$ cat config.mk
export PLATFORM = sky130hd
export DESIGN_NAME = handheld_link_port_serial_parallel_top
export DESIGN_NICKNAME = d
export VERILOG_FILES = /design/src/hlps_pkg.sv /design/src/hlps_csr.sv /design/src/hlps_core.sv /design/src/hlps_skid.sv /design/src/handheld_link_port_serial_parallel_top.sv
export SDC_FILE = /design/constraint.sdc
export NUM_CORES = 1
export LEC_CHECK = 0
export BUFFER_PORTS_ARGS = -buffer_cell sky130_fd_sc_hd__buf_2
export CORE_UTILIZATION = 45
export CTS_BUF_LIST = sky130_fd_sc_hd__clkbuf_4 sky130_fd_sc_hd__clkbuf_8
export DETAILED_ROUTE_END_ITERATION = 8
export PLACE_DENSITY = 0.69
export SETUP_SLACK_MARGIN = 0.1
export SYNTH_ARGS = -nofsm -noshare
export SYNTH_HDL_FRONTEND = slang
export SYNTH_SLANG_ARGS = --single-unit
$ cat constraint.sdc
create_clock -name clock -period 3.1 [get_ports clock]
set_input_delay 0.155 -clock clock [delete_from_list [all_inputs] [get_ports clock]]
set_output_delay 0.155 -clock clock [all_outputs]
set_load 0.1 [all_outputs]
$ cat src/hlps_pkg.sv
package hlps_pkg;

   // Item kinds carried in the request tuser
   typedef enum logic [1:0] {
      OP_READ  = 2'd0,
      OP_WRITE = 2'd1,
      OP_TICK  = 2'd2,
      OP_LINE  = 2'd3
   } hlps_op_type;

   // Link register ports
   localparam logic [2:0] PORT_PDATA  = 3'd0;
   localparam logic [2:0] PORT_DIR    = 3'd1;
   localparam logic [2:0] PORT_TXDATA = 3'd2;
   localparam logic [2:0] PORT_RXDATA = 3'd3;
   localparam logic [2:0] PORT_CTRL   = 3'd4;

   // Configuration register indexes (byte address = 4 * index)
   localparam int unsigned HLPS_CSR_ADDR_W = 5;
   localparam logic [2:0] CSR_LINK_EMULATED = 3'd0;
   localparam logic [2:0] CSR_DELAY_RATE0   = 3'd1;
   localparam logic [2:0] CSR_DELAY_RATE1   = 3'd2;
   localparam logic [2:0] CSR_DELAY_RATE2   = 3'd3;
   localparam logic [2:0] CSR_DELAY_RATE3   = 3'd4;

   localparam int unsigned HLPS_PARALLEL_DELAY = 30;

   typedef struct packed {
      logic              link_emulated;
      logic [3:0][15:0]  delay_rate;
   } hlps_cfg_type;

   typedef struct packed {
      hlps_op_type operation;
      logic [2:0]  port;
      logic [7:0]  write_data;
      logic [2:0]  rx_line;
      logic        rx_value;
      logic        rx_serial;
   } hlps_req_type;

   typedef struct packed {
      logic       nmi_request;
      logic [6:0] parallel_out_data;
      logic [6:0] parallel_out_mask;
      logic       parallel_out_valid;
      logic       serial_out_bit;
      logic       serial_out_valid;
      logic [7:0] read_data;
   } hlps_rsp_type;

endpackage

$ cat src/hlps_csr.sv
module hlps_csr (
   input  logic                                 clock,
   input  logic                                 reset,
   input  logic                                 csr_psel,
   input  logic                                 csr_penable,
   input  logic                                 csr_pwrite,
   input  logic [hlps_pkg::HLPS_CSR_ADDR_W-1:0] csr_paddr,
   input  logic [31:0]                          csr_pwdata,
   output logic [31:0]                          csr_prdata,
   output logic                                 csr_pready,
   output hlps_pkg::hlps_cfg_type               cfg
);
   import hlps_pkg::*;

   logic             link_emulated_ff, link_emulated_in;
   logic [3:0][15:0] delay_rate_ff, delay_rate_in;
   logic [2:0]       idx;
   logic             wr_en;

   assign idx        = csr_paddr[HLPS_CSR_ADDR_W-1:2];
   assign wr_en      = csr_psel & csr_penable & csr_pwrite;
   assign csr_pready = 1'b1;

   always_comb begin
      link_emulated_in = link_emulated_ff;
      delay_rate_in    = delay_rate_ff;
      csr_prdata       = '0;
      case (idx)
         CSR_LINK_EMULATED: begin
            csr_prdata = {31'd0, link_emulated_ff};
            if (wr_en) link_emulated_in = csr_pwdata[0];
         end
         CSR_DELAY_RATE0: begin
            csr_prdata = {16'd0, delay_rate_ff[0]};
            if (wr_en) delay_rate_in[0] = csr_pwdata[15:0];
         end
         CSR_DELAY_RATE1: begin
            csr_prdata = {16'd0, delay_rate_ff[1]};
            if (wr_en) delay_rate_in[1] = csr_pwdata[15:0];
         end
         CSR_DELAY_RATE2: begin
            csr_prdata = {16'd0, delay_rate_ff[2]};
            if (wr_en) delay_rate_in[2] = csr_pwdata[15:0];
         end
         CSR_DELAY_RATE3: begin
            csr_prdata = {16'd0, delay_rate_ff[3]};
            if (wr_en) delay_rate_in[3] = csr_pwdata[15:0];
         end
         default: ;
      endcase
   end

   always_ff @(posedge clock) begin
      if (reset) begin
         link_emulated_ff <= 1'b1;
         delay_rate_ff[0] <= 16'd2048;
         delay_rate_ff[1] <= 16'd4096;
         delay_rate_ff[2] <= 16'd8192;
         delay_rate_ff[3] <= 16'd32768;
      end else begin
         link_emulated_ff <= link_emulated_in;
         delay_rate_ff    <= delay_rate_in;
      end
   end

   assign cfg.link_emulated = link_emulated_ff;
   assign cfg.delay_rate    = delay_rate_ff;

endmodule

$ cat src/hlps_core.sv
module hlps_core #(
   parameter int unsigned PARALLEL_DELAY = hlps_pkg::HLPS_PARALLEL_DELAY
) (
   input  logic                   clock,
   input  logic                   reset,
   input  hlps_pkg::hlps_cfg_type cfg,
   input  logic                   item_valid,
   input  hlps_pkg::hlps_req_type item,
   output hlps_pkg::hlps_rsp_type rsp
);
   import hlps_pkg::*;

   typedef struct packed {
      logic [7:0]  pdata;
      logic [7:0]  dir;
      logic [7:0]  txd;
      logic [7:0]  rxd;
      logic [7:0]  ctrl;
      logic [15:0] sdc;
      logic [4:0]  pdc;
      logic [3:0]  tx_left;
      logic [2:0]  rx_seen;
      logic [7:0]  tx_shift;
      logic [7:0]  rx_shift;
      logic        tx_full;
      logic        par_armed;
      logic        ser_armed;
   } hlps_state_type;

   localparam hlps_state_type STATE_RESET = '{
      pdata:     8'h7f,
      dir:       8'hff,
      txd:       8'h00,
      rxd:       8'hff,
      ctrl:      8'h00,
      sdc:       16'h0000,
      pdc:       5'd0,
      tx_left:   4'd0,
      rx_seen:   3'd0,
      tx_shift:  8'h00,
      rx_shift:  8'h00,
      tx_full:   1'b0,
      par_armed: 1'b0,
      ser_armed: 1'b1
   };

   hlps_state_type state_ff, state_in;
   logic [6:0]     mask;
   logic [15:0]    baud;
   logic [2:0]     line;

   // Lines driven toward the partner
   function automatic logic [6:0] out_mask(input logic [7:0] ctrl, input logic [7:0] dir);
      logic [6:0] m;
      m = ~dir[6:0];
      if (ctrl[5]) m[5] = 1'b0;
      if (ctrl[4]) m[4] = 1'b1;
      return m;
   endfunction

   // Fixed cable swap of the partner's line numbers
   function automatic logic [2:0] line_swap(input logic [2:0] raw);
      logic [2:0] n;
      case (raw)
         3'd0:    n = 3'd2;
         3'd1:    n = 3'd3;
         3'd2:    n = 3'd0;
         3'd3:    n = 3'd1;
         3'd4:    n = 3'd5;
         3'd5:    n = 3'd4;
         default: n = raw;
      endcase
      return n;
   endfunction

   always_comb begin
      state_in = state_ff;
      rsp      = '0;
      mask     = out_mask(state_ff.ctrl, state_ff.dir);
      baud     = cfg.delay_rate[state_ff.ctrl[7:6]];
      line     = line_swap(item.rx_line);

      case (item.operation)
         OP_READ: begin
            case (item.port)
               PORT_PDATA:  rsp.read_data = state_ff.pdata;
               PORT_DIR:    rsp.read_data = state_ff.dir;
               PORT_TXDATA: rsp.read_data = state_ff.txd;
               PORT_RXDATA: begin
                  rsp.read_data      = state_ff.rxd;
                  state_in.ser_armed = 1'b1;
                  state_in.ctrl[1]   = 1'b0;
               end
               PORT_CTRL:   rsp.read_data = state_ff.ctrl;
               default: ;
            endcase
         end
         OP_WRITE: begin
            case (item.port)
               PORT_PDATA: begin
                  state_in.pdata = {item.write_data[7],
                                    (state_ff.pdata[6:0] & ~mask) | (item.write_data[6:0] & mask)};
                  state_in.pdc   = 5'(PARALLEL_DELAY);
               end
               PORT_DIR: begin
                  if (state_ff.dir[7] && !item.write_data[7]) state_in.par_armed = 1'b1;
                  state_in.dir = item.write_data;
               end
               PORT_TXDATA: begin
                  state_in.txd = item.write_data;
                  if (state_ff.ctrl[4]) begin
                     if (state_ff.tx_left == 4'd0) begin
                        state_in.tx_shift = item.write_data;
                        state_in.tx_left  = 4'd8;
                     end else begin
                        state_in.tx_full = 1'b1;
                     end
                     if (state_ff.sdc == 16'd0) state_in.sdc = baud;
                     state_in.ctrl[0] = cfg.link_emulated;
                  end
               end
               PORT_CTRL: state_in.ctrl = {item.write_data[7:3], state_ff.ctrl[2:0]};
               default: ;
            endcase
         end
         OP_TICK: begin
            if (state_ff.sdc != 16'd0) begin
               state_in.sdc = state_ff.sdc - 16'd1;
               if (state_ff.sdc == 16'd1) begin
                  if (state_ff.tx_left != 4'd0) begin
                     rsp.serial_out_valid = 1'b1;
                     rsp.serial_out_bit   = state_ff.tx_shift[7];
                     if (state_ff.tx_left == 4'd1) state_in.ctrl[0] = 1'b0;
                     state_in.tx_left = state_ff.tx_left - 4'd1;
                  end
                  if (state_in.tx_left != 4'd0) begin
                     state_in.tx_shift = {state_ff.tx_shift[6:0], 1'b0};
                     state_in.sdc      = baud;
                  end else if (state_ff.tx_full) begin
                     // buffered byte moves into the shifter
                     state_in.tx_full  = 1'b0;
                     state_in.tx_left  = 4'd8;
                     state_in.sdc      = baud;
                     state_in.tx_shift = state_ff.txd;
                     state_in.ctrl[0]  = 1'b1;
                  end
               end
            end
            if (state_ff.pdc != 5'd0) begin
               state_in.pdc = state_ff.pdc - 5'd1;
               if (state_ff.pdc == 5'd1) begin
                  rsp.parallel_out_valid = 1'b1;
                  rsp.parallel_out_mask  = mask;
                  rsp.parallel_out_data  = state_ff.pdata[6:0];
               end
            end
         end
         OP_LINE: begin
            if (item.rx_serial && state_ff.ctrl[5]) begin
               state_in.rx_shift = {state_ff.rx_shift[6:0], item.rx_value};
               state_in.rx_seen  = state_ff.rx_seen + 3'd1;
               if (state_ff.rx_seen == 3'd7) begin
                  state_in.rxd     = {state_ff.rx_shift[6:0], item.rx_value};
                  state_in.ctrl[1] = 1'b1;
                  if (state_ff.ctrl[3] && state_ff.ser_armed) begin
                     rsp.nmi_request    = 1'b1;
                     state_in.ser_armed = 1'b0;
                  end
               end
            end
            if (line != 3'd7) begin
               // line six as an input: one-shot nmi on a level change
               if (line == 3'd6 && state_ff.dir[6] && state_ff.par_armed &&
                   item.rx_value != state_ff.pdata[6]) begin
                  state_in.par_armed = 1'b0;
                  rsp.nmi_request    = 1'b1;
               end
               state_in.pdata[line] = item.rx_value;
            end
         end
         default: ;
      endcase
   end

   always_ff @(posedge clock) begin
      if (reset) begin
         state_ff <= STATE_RESET;
      end else if (item_valid) begin
         state_ff <= state_in;
      end
   end

   a_tx_left_range: assert property (@(posedge clock) disable iff (reset)
      state_ff.tx_left <= 4'd8)
      else $error("transmit bit count out of range");

   a_buffer_needs_shifter: assert property (@(posedge clock) disable iff (reset)
      state_ff.tx_full |-> state_ff.tx_left != 4'd0)
      else $error("transmit buffer full with idle shifter");

   a_rx_read_clears_full: assert property (@(posedge clock) disable iff (reset)
      item_valid && item.operation == OP_READ && item.port == PORT_RXDATA
      |=> !state_ff.ctrl[1] && state_ff.ser_armed)
      else $error("rx data read did not clear full flag");

endmodule

$ cat src/hlps_skid.sv
module hlps_skid (
   input  logic                   clock,
   input  logic                   reset,
   input  logic                   in_valid,
   output logic                   in_ready,
   input  hlps_pkg::hlps_rsp_type in_data,
   output logic                   out_valid,
   input  logic                   out_ready,
   output hlps_pkg::hlps_rsp_type out_data
);
   import hlps_pkg::*;

   logic         out_valid_ff, out_valid_in;
   logic         skid_valid_ff, skid_valid_in;
   hlps_rsp_type out_data_ff, out_data_in;
   hlps_rsp_type skid_data_ff, skid_data_in;
   logic         take;

   assign in_ready = !skid_valid_ff;
   assign take     = in_valid && in_ready;

   always_comb begin
      out_valid_in  = out_valid_ff;
      skid_valid_in = skid_valid_ff;
      out_data_in   = out_data_ff;
      skid_data_in  = skid_data_ff;
      if (take) begin
         if (out_valid_ff && !out_ready) begin
            skid_valid_in = 1'b1;
            skid_data_in  = in_data;
         end else begin
            out_valid_in = 1'b1;
            out_data_in  = in_data;
         end
      end else if (out_ready) begin
         if (skid_valid_ff) begin
            out_data_in   = skid_data_ff;
            skid_valid_in = 1'b0;
         end else begin
            out_valid_in = 1'b0;
         end
      end
   end

   always_ff @(posedge clock) begin
      if (reset) begin
         out_valid_ff  <= 1'b0;
         skid_valid_ff <= 1'b0;
      end else begin
         out_valid_ff  <= out_valid_in;
         skid_valid_ff <= skid_valid_in;
      end
      out_data_ff  <= out_data_in;
      skid_data_ff <= skid_data_in;
   end

   assign out_valid = out_valid_ff;
   assign out_data  = out_data_ff;

   a_skid_behind_out: assert property (@(posedge clock) disable iff (reset)
      skid_valid_ff |-> out_valid_ff)
      else $error("skid entry without output entry");

   a_stall_fills_skid: assert property (@(posedge clock) disable iff (reset)
      take && out_valid_ff && !out_ready |=> skid_valid_ff)
      else $error("transfer lost during output stall");

   a_drain_from_skid: assert property (@(posedge clock) disable iff (reset)
      skid_valid_ff && out_ready |=> out_valid_ff && !skid_valid_ff)
      else $error("skid entry not drained");

endmodule

$ cat src/handheld_link_port_serial_parallel_top.sv
// Handheld link port: five byte link registers (parallel data, direction
// with active-low NMI enable in bit 7, tx data, rx data, serial control)
// driven by a stream of items: register read, register write, time tick, or
// a line change from the partner. Every accepted item yields exactly one
// result transfer. The block takes one item per clock while req_tready is
// high. Link state updates at the accepting edge, which also captures the
// result in the output register (offered on rsp_tvalid from the next cycle)
// or, if that register is stalled, in the skid entry. req_tready stays high
// while a single result waits on rsp_tready and drops only when both entries
// are occupied. Baud delays and the emulation flag live in an APB register
// file; the user must write it only while the stream is idle, which the block
// does not enforce. No clearing pass is needed after reset.
module handheld_link_port_serial_parallel_top #(
   parameter int unsigned PARALLEL_DELAY = hlps_pkg::HLPS_PARALLEL_DELAY
) (
   input  logic                                 clock,
   input  logic                                 reset,
   // request stream
   input  logic                                 req_tvalid,
   output logic                                 req_tready,
   // [2:0] port, [10:3] write_data, [13:11] rx_line, [14] rx_value, [15] zero
   input  logic [15:0]                          req_tdata,
   // [1:0] operation, [2] rx_serial
   input  logic [2:0]                           req_tuser,
   // result stream
   output logic                                 rsp_tvalid,
   input  logic                                 rsp_tready,
   // [7:0] read_data, [8] serial_out_valid, [9] serial_out_bit,
   // [10] parallel_out_valid, [17:11] parallel_out_mask,
   // [24:18] parallel_out_data, [25] nmi_request, [31:26] zero
   output logic [31:0]                          rsp_tdata,
   // configuration
   input  logic                                 csr_psel,
   input  logic                                 csr_penable,
   input  logic                                 csr_pwrite,
   input  logic [hlps_pkg::HLPS_CSR_ADDR_W-1:0] csr_paddr,
   input  logic [31:0]                          csr_pwdata,
   output logic [31:0]                          csr_prdata,
   output logic                                 csr_pready
);
   import hlps_pkg::*;

   hlps_cfg_type cfg;
   hlps_req_type item;
   hlps_rsp_type core_rsp;
   hlps_rsp_type out_rsp;
   logic         item_valid;

   // Unpack the request transfer
   assign item.operation  = hlps_op_type'(req_tuser[1:0]);
   assign item.rx_serial  = req_tuser[2];
   assign item.port       = req_tdata[2:0];
   assign item.write_data = req_tdata[10:3];
   assign item.rx_line    = req_tdata[13:11];
   assign item.rx_value   = req_tdata[14];

   assign item_valid = req_tvalid && req_tready;

   hlps_csr u_csr (
      .clock       (clock),
      .reset       (reset),
      .csr_psel    (csr_psel),
      .csr_penable (csr_penable),
      .csr_pwrite  (csr_pwrite),
      .csr_paddr   (csr_paddr),
      .csr_pwdata  (csr_pwdata),
      .csr_prdata  (csr_prdata),
      .csr_pready  (csr_pready),
      .cfg         (cfg)
   );

   // Link state and per-item result logic
   hlps_core #(
      .PARALLEL_DELAY (PARALLEL_DELAY)
   ) u_core (
      .clock      (clock),
      .reset      (reset),
      .cfg        (cfg),
      .item_valid (item_valid),
      .item       (item),
      .rsp        (core_rsp)
   );

   // Result register with skid entry
   hlps_skid u_skid (
      .clock     (clock),
      .reset     (reset),
      .in_valid  (req_tvalid),
      .in_ready  (req_tready),
      .in_data   (core_rsp),
      .out_valid (rsp_tvalid),
      .out_ready (rsp_tready),
      .out_data  (out_rsp)
   );

   assign rsp_tdata = {6'd0,
                       out_rsp.nmi_request,
                       out_rsp.parallel_out_data,
                       out_rsp.parallel_out_mask,
                       out_rsp.parallel_out_valid,
                       out_rsp.serial_out_bit,
                       out_rsp.serial_out_valid,
                       out_rsp.read_data};

endmodule
==> results of run 1 <==
[synthesized netlist by cell type, drive strengths merged (4+ instances only)]
cell / count / area [um2]
o311ai: 4 / 35.03
buf: 33 / 219.0
clkbuf: 66 / 247.7
or4: 8 / 71.32
o32ai: 15 / 131.4
nor2: 107 / 401.6
edfxtp: 52 / 1562
o31ai: 12 / 95.09
ha: 13 / 162.7
nor2b: 13 / 81.33
nand4: 8 / 56.30
nand2b: 10 / 62.56
a31oi: 11 / 68.82
and3: 4 / 30.03
mux4: 17 / 382.9
inv: 36 / 135.1
o22ai: 9 / 56.30
o21ai: 37 / 185.2
a22o: 7 / 61.31
nand3: 19 / 95.09
a2111oi: 4 / 35.03
a22oi: 27 / 202.7
a21oi: 64 / 331.6
and2: 19 / 118.9
or3b: 6 / 52.55
nor4: 7 / 56.30
nand3b: 6 / 45.04
dfxtp: 152 / 3043
nor3: 16 / 85.08
nand2: 128 / 480.5
mux2: 38 / 427.9
mux2i: 91 / 910.9
[metal layers]
layer	up-vias	routed length, um	GRT usage (%)
met4	0	769	8.190
met5	-	0	0
met2	325	11530	33.10
li1	4098	-	-
met3	62	1716	3.579
met1	4024	11590	29.64
[worst paths after layout]
kind                               to  slack (ns)
hold reg to reg    u_core.state_ff[2]        0.46
setup reg to reg  u_core.state_ff[45]        0.42
setup / recovery  u_core.state_ff[45]        0.42
hold / removal    u_core.state_ff[55]        0.07
[state kept, by name (all words and copies together) (netlist names), named ones only]
signal                  flops
u_csr.link_emulated_ff      1
u_core.state_ff            78
u_skid.skid_data_ff        26
u_skid.skid_valid_ff        1
u_skid.out_data            26
u_csr.cfg                  64
u_skid.out_valid            1
[placed cells by master, fill, tap and decap left out, drive strengths merged, types with 6 or more instances in the layout]
cell	n
or4	8
inv	37
buf	119
nor3	16
nor2	107
a22oi	27
o32ai	15
conb	23
a22o	7
nand4	8
a21oi	64
nand2	128
o22ai	9
nand3b	6
clkbuf	54
clkinv	6
o21ai	37
edfxtp	52
mux2	38
mux2i	91
and2	19
a31oi	11
nor2b	13
nor4	7
dfxtp	152
nand2b	10
nand3	19
mux4	17
o31ai	12
or3b	6
dlygate4sd3	25
ha	13
[final cells by class]
cell class	instances	area, um2	area share (%)
Multi-Input combinational cell	769	5249	43.54
Sequential cell	204	4604	38.19
Timing Repair Buffer	144	953.4	7.909
Clock buffer	54	686.9	5.698
Tap cell	285	356.6	2.958
Inverter	38	142.6	1.183
Clock inverter	7	62.56	0.5189
[power groups by stage]
stage                     clock network [uW]  logic (uW)  registers (uW)
after floorplan                            0         586            3080
after global placement                     0         952            2890
after detailed placement                   0         957            2890
after CTS                               2630         986            2830
after global routing                    2750        1050            2840
final                                   2580         992            2830
[critical path: cells and delay by family, from the launching register on]
family,cells,cell delay (ns)
multiplexers,1,0.59
flip-flops,1,0.31
adder cells (fa/ha/maj),1,0.25
buffers and inverters,1,0.14
AO/OA/AOI/OAI,1,0.14
AND/OR/NAND/NOR,3,1.10
[stage by stage]
step,instance area (um2),total power (uW),setup WS [ns],instances
after floorplan,10440,3664,0.5199,1110
after global placement,11050,3839,0.2083,1415
after detailed placement,11050,3846,0.08335,1415
after CTS,12050,6452,0.2383,1501
after global routing,12060,6640,0.2744,1501
final,12060,6409,0.4229,1501
[timing repair]
item | CTS | global route
hold endpoints to repair | 87 | 0
hold buffers | 25 | 0
gates resized for setup | 1 | 1
buffers inserted | 0 | 0
endpoints found under the setup margin | 1 | 6
[logic make-up (layout without fill, tap and decap cells)]
family	after synthesis	count (layout)
AO/OA/AOI/OAI	217	217
XOR/XNOR	2	2
adder cells (fa/ha/maj)	13	13
buffers and inverters	137	243
flip-flops	204	204
multiplexers	146	146
other	2	23
AND/OR/NAND/NOR	368	368
==> results.rst, run 1 <==
.. list-table::
   :header-rows: 1

   * - Metric
     - Value
   * - CTS root buf
     - clkbuf_8
   * - Total global-route track usage
     - 21.31%
   * - Kind of critical path
     - flop to flop
   * - Number of cells produced by synthesis
     - 1089
   * - Fillcell total
     - 2019
   * - Xor and xnor fraction of the mapped netlist area
     - 0.1691%
   * - Clock net sink count
     - 204
   * - Number of warnings issued by yosys
     - 0
   * - Minimum hold slack
     - 0.06917 ns
   * - Crit path from
     - u_core.state_ff[32]
   * - Via count of the first global-routing pass
     - 7887
   * - TNS Setup
     - 0 ns
   * - Detailed placer's ending HPWL
     - 17.14 mm
   * - Total CTS buffers
     - 35
   * - Share of power burned in registers
     - 44.2%
   * - Highest cell delay on the worst timing path
     - 0.59 ns
   * - Number of failing hold endpoints at the final stage
     - 0
   * - Critical path fanouts, max
     - 14
   * - Site Rows
     - 55
   * - Class of the tightest hold or removal check
     - input pin to flop
   * - Clock power frac
     - 40.3%
   * - Core outline area
     - 22640 um2
   * - Unrepaired setup endpoints after global routing
     - no
   * - Final core area utilization
     - 53.25%
   * - Horizontal extent of the die
     - 153.7 um
   * - Slowest-stage cell, CP
     - mux2i_2
   * - Growth of design area from synthesis to finish
     - 16.36%
   * - Post-synthesis sequential element count
     - 204
   * - Effective utilization at floorplan
     - 45.76%
   * - Final #Nets
     - 1268
   * - Comb pwr share
     - 15.5%
   * - Routed Antenna Nets
     - 0
   * - Max-cap check violation count
     - 0
   * - Setup-violating endpoint count in the final report
     - 0
   * - Number of synthesized flops with an enable pin
     - 52
   * - Mux share of post-synthesis cell area
     - 16.62%
   * - Clock tree from TritonCTS
     - yes
   * - Compound-gate portion of the synthesized area
     - 14.05%
   * - Total iterations of the first detailed-routing run
     - 5
   * - Net switching power figure
     - 1848 uW
   * - Total count of max-transition violations in the final report
     - 0
   * - Min Clock Period, post-route
     - 2.677 ns
   * - Total internal power
     - 4561 uW
   * - Register-to-Register Path Depth
     - 7
   * - Height of the chip
     - 153.7 um
   * - Worst-skew pair later-pin latency
     - 0.54 ns
   * - Final estimated routing congestion in global placement
     - 0.8596
   * - LEAKAGE
     - 0.004799 uW
   * - Category of the worst setup path capture point
     - flop
   * - Layout cells sized above 1
     - 20.97%
   * - Number of library cell types mapped by synthesis
     - 75
   * - I/O pins
     - 130
   * - Die area
     - 23630 um2
   * - Worst-margin pin slew
     - 0.8089 ns
   * - Wire length of the first global-routing pass
     - 40.70 mm
   * - Number of antenna violations at the first check in global routing
     - 0
   * - Cell area after technology mapping
     - 10360 um2
   * - Number of vias in the routed layout
     - 8509
   * - Dominant combinational cell family by area after synthesis
     - simple AND/OR/NAND/NOR gates
   * - Avg WL per Cell
     - 17.06 um
   * - Remaining global-route overflow
     - 0
   * - Vias/cell
     - 5.669
   * - Pin count of the biggest net entering global routing
     - 83
   * - Fraction of registers with async set/reset
     - 0%
   * - Ys flop type
     - dfxtp_1
   * - PD cells
     - 531.6 nW/um2
   * - Final critical-path share of the clock period
     - 86.36%
   * - Min-Delay Startpoint
     - req_tdata[14]
   * - Max-slew headroom
     - 45.83%
   * - CP Data Arrival Time
     - 3.07 ns
   * - Level count of the clock H-tree
     - 2
   * - Switching power as a share of total power
     - 28.83%
   * - Total wirelength of the detailed-routed design
     - 25.61 mm
   * - Post-synthesis average cell area
     - 9.513 um2
   * - Share of synthesized area occupied by flip-flops and latches
     - 44.44%
   * - Data required time of the critical path
     - 3.49 ns
   * - Cells along the critical path
     - inv_1 -> ha_1 -> or3b_2 -> nor4_2 -> mux2i_2 -> nand2b_2 -> o32ai_1
   * - Maximum clock insertion buffer count
     - 3
   * - Run status
     - completed
   * - Count of unresolved DRC violations after routing
     - 0
   * - Clock transition at the registers of the reported paths
     - 0.06 ns
   * - Number of port buffers
     - 87
   * - WHS Path Cells
     - 3
   * - Fin Clk Skew
     - 0.03058 ns
   * - Beginning of the worst register-to-register path
     - u_core.state_ff[32]
   * - Setup crit start kind
     - flop
   * - Maximum operating frequency
     - 373.5 MHz
   * - IR drop worst, VDD
     - 0.0004029 V
   * - Simple-gate area share of the yosys netlist
     - 17.20%
   * - Number of design-rule violations left by the first detailed-router iteration
     - 666
   * - Post-Synth Adder-Cell Area
     - 1.570%
   * - # diodes
     - 0
Power figures use the tool's default switching activity.
==> run 2: changes to the inputs <==
REMOVE_ABC_BUFFERS = 1   (was unset)
==> results.rst, run 2 (synthesized netlist as in run 1, its figures left out) <==
.. list-table::
   :header-rows: 1

   * - Metric
     - Value
   * - Level count of the clock H-tree
     - 2 (unchanged)
   * - PD cells
     - 515.6 nW/um2 (-3.0%)
   * - Placed instance area
     - 11040 um2 (about the same)
   * - Site Rows
     - 55 (unchanged)
   * - I/O pins
     - 130 (unchanged)
   * - Overall Power
     - 6168 uW (-3.8%)
   * - Total wirelength of the detailed-routed design
     - 25.23 mm (-1.5%)
   * - Maximum clock insertion buffer count
     - 3 (unchanged)
   * - Count of unresolved DRC violations after routing
     - 0 (unchanged)
   * - Final critical-path share of the clock period
     - 85.60% (-0.75 points)
   * - Clock transition at the registers of the reported paths
     - 0.06 ns (about the same)
   * - # diodes
     - 0 (unchanged)
   * - Setup-violating endpoint count in the final report
     - 0 (unchanged)
   * - Final standard cell area without fillers
     - 11960 um2 (-0.77%)
   * - Number of port buffers
     - 87 (unchanged)
   * - Detailed placer's ending HPWL
     - 16.99 mm (-0.92%)
   * - Vias/cell
     - 5.614 (-0.97%)
   * - Worst-margin pin slew
     - 0.7368 ns (-0.07218 ns)
   * - Avg WL per Cell
     - 16.77 um (-1.7%)
   * - Clock tree from TritonCTS
     - yes
   * - Run status
     - completed
   * - Fin Clk Skew
     - 0.03424 ns (+0.003659 ns)
   * - CTS root buf
     - clkbuf_8
   * - IR drop worst, VDD
     - 0.0003490 V (-13%)
   * - Data required time of the critical path
     - 3.50 ns (about the same)
   * - Kind of critical path
     - flop to flop
   * - Height of the chip
     - 153.7 um (unchanged)
   * - Setup crit start kind
     - flop
   * - Highest cell delay on the worst timing path
     - 0.66 ns (+0.07 ns)
   * - Worst slack at placement
     - 0.2780 ns (+0.1946 ns)
   * - Pin count of the biggest net entering global routing
     - 64 (-23%)
   * - Max-slew headroom
     - 50.66% (+4.8 points)
   * - Routed Antenna Nets
     - 0 (unchanged)
   * - Final core area utilization
     - 52.84% (-0.41 points)
   * - Worst-skew pair later-pin latency
     - 0.54 ns (about the same)
   * - Critical path fanouts, max
     - 10 (-4)
   * - Number of failing hold endpoints at the final stage
     - 0 (unchanged)
   * - Number of vias in the routed layout
     - 8443 (-0.78%)
   * - CP Data Arrival Time
     - 3.05 ns (-0.02 ns)
   * - Horizontal extent of the die
     - 153.7 um (unchanged)
   * - Remaining global-route overflow
     - 0 (unchanged)
   * - Total count of max-transition violations in the final report
     - 0 (unchanged)
   * - Slowest-stage cell, CP
     - or4_1
   * - Category of the worst setup path capture point
     - flop
   * - Max-cap check violation count
     - 0 (unchanged)
   * - Number of flip-flops in the largest register
     - 78 (unchanged)
   * - Setup slack of the critical path after layout
     - 0.4463 ns (+0.02332 ns)
   * - Number of antenna violations at the first check in global routing
     - 0 (unchanged)
   * - Total iterations of the first detailed-routing run
     - 5 (unchanged)
   * - Layout cells sized above 1
     - 20.84% (-0.13 points)
   * - Clock net sink count
     - 204 (unchanged)
   * - Final #Nets
     - 1270 (+0.16%)
   * - Most common cell after layout, fill and taps aside
     - dfxtp_1
   * - LEAKAGE
     - 0.004765 uW (-0.70%)
   * - Combined buffer and inverter count along the critical path
     - 0 (-1)
   * - Via count of the first global-routing pass
     - 7781 (-1.3%)
   * - Largest register by flop count
     - u_core.state_ff
   * - Growth of design area from synthesis to finish
     - 15.47%
   * - Total CTS buffers
     - 35 (unchanged)
   * - Final estimated routing congestion in global placement
     - 0.8754 (+1.8%)
   * - Setup repair bufs after CTS
     - 0 (unchanged)
   * - Top Family by Delay on Critical Path
     - compound AO/OA/AOI/OAI gates
   * - Die area
     - 23630 um2 (unchanged)
   * - Core outline area
     - 22640 um2 (unchanged)
   * - Maximum operating frequency
     - 376.8 MHz (+0.88%)
   * - Total global-route track usage
     - 21.45% (+0.14 points)
   * - Min Clock Period, post-route
     - 2.654 ns (-0.02332 ns)
   * - Class of the tightest hold or removal check
     - input pin to flop
   * - Wire length of the first global-routing pass
     - 41.03 mm (+0.83%)
   * - Unrepaired setup endpoints after global routing
     - no
   * - Cells along the critical path
     - or4_1 -> o41ai_4 -> o31a_1 -> a21oi_4 -> a22o_1
   * - Highest-count cells in the layout ignoring fill and taps
     - 152 x dfxtp_1, 128 x nand2_1, 107 x nor2_1, 91 x mux2i_1, 86 x buf_2
   * - Effective utilization at floorplan
     - 45.76% (unchanged)
   * - Number of design-rule violations left by the first detailed-router iteration
     - 560 (-16%)
## run 2: where the power goes
group	internal [uW]	total, uW	switching [uW]
Combinational	267	984	717
Sequential	2800	2830	34.2
Clock	1250	2350	1100
## run 2: layout make-up
cell class,count,area [um2]
Fill cell,2021,10680
Multi-Input combinational cell,769,5245
Clock inverter,13,77.57
Clock buffer,49,593.1
Inverter,38,142.6
Sequential cell,204,4604
Timing Repair Buffer,146,943.4
Tap cell,285,356.6
## run 2: metal layers
metal | routed length [um] | vias up | GRT usage [%]
met1 | 11510 | 3985 | 29.59
met4 | 474 | 0 | 5.762
met2 | 11630 | 307 | 34.57
li1 | - | 4102 | -
met5 | 0 | - | 0
met3 | 1606 | 49 | 3.833
## run 2: metrics by stage
| step | cells | TNS, ns | hold WS, ns |
|---|---|---|---|
| final | 1504 | 0 | 0.05258 |
| after floorplan | 1011 | -2.764 | 0.2241 |
| after global routing | 1504 | 0 | 0.05072 |
| after global placement | 1417 | 0 | 0.4123 |
| after CTS | 1504 | 0 | 0.02163 |
| after detailed placement | 1417 | 0 | 0.4137 |
## run 2: timing repair
action / CTS / global route
resized for setup: 0 / 1
hold endpoints to repair: 88 / 0
setup endpoints to repair: 0 / 14
hold buffers: 25 / 0
## run 2: path summary, 6_finish.rpt
check                           start                  end  slack, ns  depth (start not counted)
hold reg to reg    u_core.state_ff[9]  u_core.state_ff[62]       0.47                          1
setup / recovery  u_core.state_ff[35]  u_core.state_ff[14]       0.45                          5
hold / removal          req_tdata[14]  u_core.state_ff[55]       0.05                          3
setup reg to reg  u_core.state_ff[35]  u_core.state_ff[14]       0.45                          5
## run 2: worst reg2reg max path, cell delays in order, from the launching register on
cell and delay (ns):
dfxtp_1 0.34, or4_1 0.66, o41ai_4 0.48, o31a_1 0.61
a21oi_4 0.18, a22o_1 0.27
